`config.mk`:
```
export PLATFORM = sky130hd
export DESIGN_NAME = ssds_cell
export DESIGN_NICKNAME = d
export VERILOG_FILES = /design/src/rtl/ssds_pkg.sv /design/src/rtl/ssds_cell.sv
export SDC_FILE = /design/constraint.sdc
export NUM_CORES = 2
export LEC_CHECK = 0
export BUFFER_PORTS_ARGS = -buffer_cell sky130_fd_sc_hd__buf_2
export CAP_MARGIN = 20
export CELL_PAD_IN_SITES_DETAIL_PLACEMENT = 1
export CELL_PAD_IN_SITES_GLOBAL_PLACEMENT = 2
export CORE_UTILIZATION = 44
export CTS_BUF_LIST = sky130_fd_sc_hd__clkbuf_2 sky130_fd_sc_hd__clkbuf_4 sky130_fd_sc_hd__clkbuf_8
export DETAILED_ROUTE_END_ITERATION = 12
export HOLD_SLACK_MARGIN = 0.03
export PLACE_DENSITY = 0.94
export SLEW_MARGIN = 5
export SYNTH_ARGS = -nofsm -noshare
export SYNTH_HDL_FRONTEND = slang
export SYNTH_SLANG_ARGS = --single-unit
```
`constraint.sdc`:
```
create_clock -name clk -period 12.9 [get_ports clk]
set_input_delay 0 -clock clk [delete_from_list [all_inputs] [get_ports clk]]
set_output_delay 0 -clock clk [all_outputs]
set_load 0.1 [all_outputs]
```
`src/rtl/ssds_pkg.sv`:
```
package ssds_pkg;

  localparam int DATA_W = 32;
  localparam int IDX_W = 3;

  localparam int N_STATES_DEF = 4;
  localparam int N_INPUTS_DEF = 2;
  localparam int FRAC_BITS_DEF = 16;

  localparam logic [30:0] STEP_RESET = 31'd655;

  localparam logic [1:0] CMD_LOAD_A = 2'd0;
  localparam logic [1:0] CMD_LOAD_B = 2'd1;
  localparam logic [1:0] CMD_LOAD_X = 2'd2;
  localparam logic [1:0] CMD_INPUT  = 2'd3;

  typedef enum logic [1:0] {
    SRC_M,
    SRC_B,
    SRC_X
  } src_t;

  typedef enum logic [1:0] {
    COEF_A,
    COEF_M,
    COEF_AD,
    COEF_BD
  } coef_t;

  typedef enum logic [1:0] {
    DST_M,
    DST_AD,
    DST_BD,
    DST_X
  } dst_t;

  typedef struct packed {
    logic [1:0]               cmd;
    logic [1:0]               row_index;
    logic [1:0]               col_index;
    logic signed [DATA_W-1:0] value;
    logic                     last_element;
  } item_t;

  typedef struct packed {
    logic [1:0]               state_index;
    logic signed [DATA_W-1:0] state_value;
    logic                     overflow;
    logic                     last;
  } result_t;

  typedef struct packed {
    logic                     wr_a;
    logic                     wr_b;
    logic                     wr_x;
    logic [1:0]               wr_row;
    logic [1:0]               wr_col;
    logic                     init;
    logic                     clr;
    logic                     load;
    src_t                     src;
    logic [IDX_W-1:0]         src_idx;
    logic                     mul;
    logic                     rot;
    coef_t                    coef;
    logic [IDX_W-1:0]         idx;
    logic signed [DATA_W-1:0] bcast;
    logic                     wb;
    dst_t                     dst;
    logic                     diag_one;
  } ctl_t;

  function automatic logic [DATA_W:0] sat32(input logic signed [63:0] v);
    if (v > 64'sd2147483647) begin
      return {1'b1, 32'h7fff_ffff};
    end else if (v < -64'sd2147483648) begin
      return {1'b1, 32'h8000_0000};
    end else begin
      return {1'b0, v[DATA_W-1:0]};
    end
  endfunction

endpackage

```
`src/rtl/ssds_cell.sv`:
```
module ssds_cell #(
  parameter int N_STATES = ssds_pkg::N_STATES_DEF,
  parameter int N_INPUTS = ssds_pkg::N_INPUTS_DEF,
  parameter int FRAC_BITS = ssds_pkg::FRAC_BITS_DEF,
  parameter int ID = 0
) (
  input  logic                              clk,
  input  logic                              rst,
  input  ssds_pkg::ctl_t                    ctl,
  input  logic signed [ssds_pkg::DATA_W-1:0] circ_in,
  output logic signed [ssds_pkg::DATA_W-1:0] circ_out,
  output logic signed [ssds_pkg::DATA_W-1:0] x_value,
  output logic                              x_ovf
);
  import ssds_pkg::*;

  localparam int NW = (N_STATES > 1) ? $clog2(N_STATES) : 1;
  localparam int MW = (N_INPUTS > 1) ? $clog2(N_INPUTS) : 1;
  localparam logic [IDX_W-1:0] ID_V = IDX_W'(ID);
  localparam logic [IDX_W:0] N_V = (IDX_W+1)'(N_STATES);
  localparam logic signed [63:0] HALF = 64'sd1 <<< (FRAC_BITS - 1);
  localparam logic signed [63:0] ONE64 = 64'sd1 <<< FRAC_BITS;
  localparam logic signed [DATA_W-1:0] ONE32 = DATA_W'(ONE64);

  logic signed [DATA_W-1:0] a_row [N_STATES];
  logic signed [DATA_W-1:0] m_row [N_STATES];
  logic signed [DATA_W-1:0] ad_row [N_STATES];
  logic signed [DATA_W-1:0] b_row [N_INPUTS];
  logic signed [DATA_W-1:0] bd_row [N_INPUTS];
  logic signed [DATA_W-1:0] x;
  logic                     ovf;
  logic signed [DATA_W-1:0] circ;
  logic signed [63:0]       prod;
  logic signed [63:0]       acc;
  logic                     mul_d;

  logic [IDX_W:0]           ksum;
  logic [IDX_W-1:0]         kidx;
  logic signed [DATA_W-1:0] coef;
  logic signed [DATA_W-1:0] opd;
  logic signed [63:0]       rnd;
  logic [DATA_W:0]          sat_acc;
  logic [DATA_W:0]          sat_one;
  logic [DATA_W:0]          t_one;
  logic                     diag;
  logic                     row_hit;

  always_comb begin
    ksum = {1'b0, ctl.idx} + {1'b0, ID_V};
    if (ksum >= N_V) begin
      ksum = ksum - N_V;
    end
    kidx = ctl.rot ? ksum[IDX_W-1:0] : ctl.idx;
    case (ctl.coef)
      COEF_A:  coef = a_row[kidx[NW-1:0]];
      COEF_M:  coef = m_row[kidx[NW-1:0]];
      COEF_AD: coef = ad_row[kidx[NW-1:0]];
      COEF_BD: coef = bd_row[kidx[MW-1:0]];
      default: coef = '0;
    endcase
    opd = ctl.rot ? circ : ctl.bcast;
  end

  assign rnd = (prod + HALF) >>> FRAC_BITS;
  assign sat_acc = sat32(acc);
  assign sat_one = sat32(acc + ONE64);
  assign t_one = sat32(64'(signed'(sat_acc[DATA_W-1:0])) + ONE64);
  assign diag = (ctl.idx == ID_V);
  assign row_hit = ({1'b0, ctl.wr_row} == ID_V);

  assign circ_out = circ;
  assign x_value = x;
  assign x_ovf = ovf;

  always_ff @(posedge clk) begin
    if (rst) begin
      mul_d <= 1'b0;
      x <= '0;
      ovf <= 1'b0;
      for (int j = 0; j < N_STATES; j++) begin
        a_row[j] <= '0;
      end
      for (int j = 0; j < N_INPUTS; j++) begin
        b_row[j] <= '0;
      end
    end else begin
      mul_d <= ctl.mul;
      if (ctl.wr_a && row_hit) begin
        a_row[NW'(ctl.wr_col)] <= ctl.bcast;
      end
      if (ctl.wr_b && row_hit) begin
        b_row[MW'(ctl.wr_col)] <= ctl.bcast;
      end
      if (ctl.wr_x && row_hit) begin
        x <= ctl.bcast;
      end
      if (ctl.wb && ctl.dst == DST_X) begin
        x <= sat_acc[DATA_W-1:0];
        ovf <= sat_acc[DATA_W];
      end
    end
  end

  always_ff @(posedge clk) begin
    if (ctl.load) begin
      case (ctl.src)
        SRC_M:   circ <= m_row[ctl.src_idx[NW-1:0]];
        SRC_B:   circ <= b_row[ctl.src_idx[MW-1:0]];
        default: circ <= x;
      endcase
    end else if (ctl.mul && ctl.rot) begin
      circ <= circ_in;
    end
    if (ctl.mul) begin
      prod <= 64'(coef) * 64'(opd);
    end
    if (ctl.clr) begin
      acc <= '0;
    end else if (mul_d) begin
      acc <= acc + rnd;
    end
    if (ctl.init) begin
      for (int j = 0; j < N_STATES; j++) begin
        m_row[j] <= (j == ID) ? ONE32 : '0;
      end
    end
    if (ctl.wb) begin
      case (ctl.dst)
        DST_M: begin
          m_row[ctl.idx[NW-1:0]] <= (ctl.diag_one && diag) ? sat_one[DATA_W-1:0]
                                                            : sat_acc[DATA_W-1:0];
        end
        DST_AD: begin
          ad_row[ctl.idx[NW-1:0]] <= diag ? t_one[DATA_W-1:0] : sat_acc[DATA_W-1:0];
        end
        DST_BD: begin
          bd_row[ctl.idx[MW-1:0]] <= sat_acc[DATA_W-1:0];
        end
        default: begin
        end
      endcase
    end
  end

endmodule

```
==> impl_metrics.json <==
{
  "ys_top_cells_by_count": "fa_1 (1,082), inv_1 (1,030), nor2_1 (925)",
  "multi_input_comb_area_um2": 46700,
  "coreArea_um2": 161000,
  "firstDrtPassIters": 6,
  "period_share": 0.853,
  "arrival_ns": 11.57,
  "max_stage_delay_ns": 1.01,
  "dr.max_layer_used": "met5",
  "status": "completed",
  "period_needed_ns": 11.01,
  "yosysWarnings": 0,
  "min_path_cells": 3,
  "grt_pass1_vias": 61626,
  "placementRows": 147,
  "ios": 157,
  "worstSetupStartpointType": "register",
  "antenna_left": 0,
  "regArea_um2": 19800,
  "synth_seq_area_share": 0.276,
  "cts_hold_buf": 150,
  "synth.most_common_cell": "fa_1",
  "track_usage": 0.345,
  "r2r-end": "prod[62]$_DFFE_PP_",
  "clk_pin_slew_ns": 0.08,
  "final-setup-viol-count": 0,
  "yosys-top-cells-area": "fa_1 (30%), edfxtp_1 (25%), inv_1 (5.4%), nor2_1 (4.8%), ha_1 (4.3%)",
  "max-slew-margin-rel": 0.196,
  "synth_edf_count": 593,
  "holdPathEnd": "circ_out[26]$_DFFE_PP_",
  "synth_nets": 8373,
  "drive_above_1_share": 0.100,
  "die_y_um": 406,
  "drv_cap": 0,
  "final-max-slew-violation-count": 0,
  "grt_pass1_wl_um": 413000,
  "fill_cells": 17750,
  "critPathKind": "reg2reg",
  "tightest_slew_ns": 1.20,
  "drt-initial-drc-count": 6287,
  "nets": 8570,
  "clock_sinks": 691,
  "hp-class": "in2reg",
  "cp-end-kind": "register",
  "die-area_um2": 164000,
  "cts_buffer_depth": 3,
  "yosysTopAreaCell": "fa_1",
  "area_growth_pct": 10.2,
  "grt_max_degree": 75,
  "ys_types": 92,
  "cts.repair.resized": 0,
  "dp_hpwl_um": 205000,
  "cts_tree": "yes",
  "die-width_um": 406,
  "reg2reg_from": "ad_row[2][8]$_DFFE_PP_",
  "synth_area_um2": 71600,
  "routed_wl_um": 279000,
  "fin_hold_ws_ns": 0.0665,
  "routedWlPerCell_um": 29.6,
  "critical_path_required_ns": 13.46,
  "fin_tns_setup_ns": 0,
  "avgSynthCellArea_um2": 10.3,
  "port_buffers": 155,
  "grt-ovfl-total": 0,
  "min_from": "ctl[48]",
  "viasPerCell": 6.02,
  "rsz0062_at_grt": "false",
  "reg2regPathDepth": 28,
  "met3_length_um": 32700,
  "cts_max_level": 3,
  "clk-insertion-delay-late_ns": 0.88,
  "crit_top_cell": "fa_1",
  "reg2reg_slack_ns": 1.89,
  "met2_length_um": 127000,
  "ys.flop_type": "edfxtp_1",
  "fin_skew_ns": 0.0924,
  "netlist_instances": 6951,
  "finalHoldViolCount": 0,
  "setup_slack_ns": 1.89,
  "synthArstFlopShare": 0,
  "fmax_mhz": 90.8,
  "drc": 0,
  "cts_buffers": 109,
  "cts-root-buf": "clkbuf_8",
  "gp_congestion": 0.940,
  "wirelength_met1_um": 100000,
  "synth.top_cell.area_share": 0.302,
  "slowest_stage": "o21a_1",
  "synth-seq-cells": 691,
  "dp_slack_ns": 1.48,
  "worstPathMaxFanout": 13,
  "start_util": 0.445,
  "postCtsSetupRepairBufs": 0,
  "antenna_found_initial": 18,
  "vias": 56694
}
## flip-flops by register name, summed over array words and instances, names as in the netlist
signal,count
a_row,128
m_row,128
prod,49
ad_row,128
circ_out,32
b_row,64
mul_d,1
acc,64
bd_row,64
x_ovf,1
x_value,32
## metrics by stage
stage / utilization / instances / area, um^2
after floorplan: - / 6951 / 71600
after global placement: 0.466 / 9045 / 75000
after detailed placement: 0.466 / 9045 / 75000
after CTS: 0.490 / 9401 / 78900
after global routing: 0.490 / 9406 / 78900
final: 0.490 / 9411 / 78900
## per-layer routing
metal / up-vias / global-route usage
met2: 3449 / 0.540
met5: - / 0
met3: 960 / 0.103
met1: 29235 / 0.424
met4: 16 / 0.202
li1: 23034 / -
## critical path, delay by kind of cell, from the launching register on
kind | cells | cell delay [ns]
flip-flops | 1 | 0.41
AND/OR/NAND/NOR | 3 | 0.67
AO/OA/AOI/OAI | 11 | 4.96
adder cells (fa/ha/maj) | 9 | 3.98
multiplexers | 1 | 0.49
buffers and inverters | 4 | 0.20
## kinds of logic (layout without fill, tap and decap cells)
logic type | Yosys count | after routing | share of synthesized area
compound gates | 795 | 795 | 0.0734
flops | 691 | 691 | 0.276
fa+ha+maj | 1330 | 1330 | 0.346
xor+xnor | 199 | 199 | 0.0243
simple gates | 2166 | 2166 | 0.133
buf+inv | 1408 | 1700 | 0.0747
other cells | 0 | 8 | 0
mux | 362 | 362 | 0.0727
## cells in the final DEF (no fill, tap or decap), types with 17 or more instances in the layout
cell type / count
clkinv_2: 17
mux2i_1: 193
fa_1: 1082
clkinv_1: 29
clkbuf_4: 32
nor2b_1: 17
o21ai_0: 115
and2_1: 188
o21ai_1: 28
nand3_1: 62
edfxtp_1: 593
dlygate4sd3_1: 150
clkbuf_8: 117
a211oi_1: 84
nor2_1: 923
buf_4: 160
xnor2_1: 137
nand4_1: 47
dfxtp_1: 97
inv_1: 1030
a31oi_1: 28
buf_2: 149
o21a_1: 46
nand2b_1: 27
mux4_2: 124
o211ai_1: 43
xor2_1: 61
a21oi_1: 231
nor3_1: 38
a21o_1: 65
ha_1: 248
nand2_1: 686
and3_1: 78
## area by class of cell
class                   instances  share of cell area
diodes                          8            0.000254
clock buffers                 148              0.0233
clock inverters                58             0.00632
inverters                    1032              0.0491
multi-input cells            4852               0.592
flip-flops and latches        691               0.250
well taps                    2160              0.0342
repair buffers                462              0.0443
## worst max-delay path by stage
stage                              end  slack (ns)  cells after the start                  startpoint
global route        prod[53]$_DFFE_PP_        1.68                     26  a_row[0][31]$_SDFFCE_PN0P_
finish              prod[62]$_DFFE_PP_        1.89                     28      ad_row[2][8]$_DFFE_PP_
CTS                 prod[62]$_DFFE_PP_        2.12                     28   m_row[0][8]$_SDFFCE_PN0P_
detailed placement  prod[62]$_DFFE_PP_        1.48                     27                     ctl[36]
floorplan           prod[62]$_DFFE_PP_        3.45                     33                     ctl[36]
global placement    prod[62]$_DFFE_PP_        1.60                     30                     ctl[36]
Power is not shown: default switching activity piles up to over one toggle a cycle in this logic, so the estimate is an artifact.
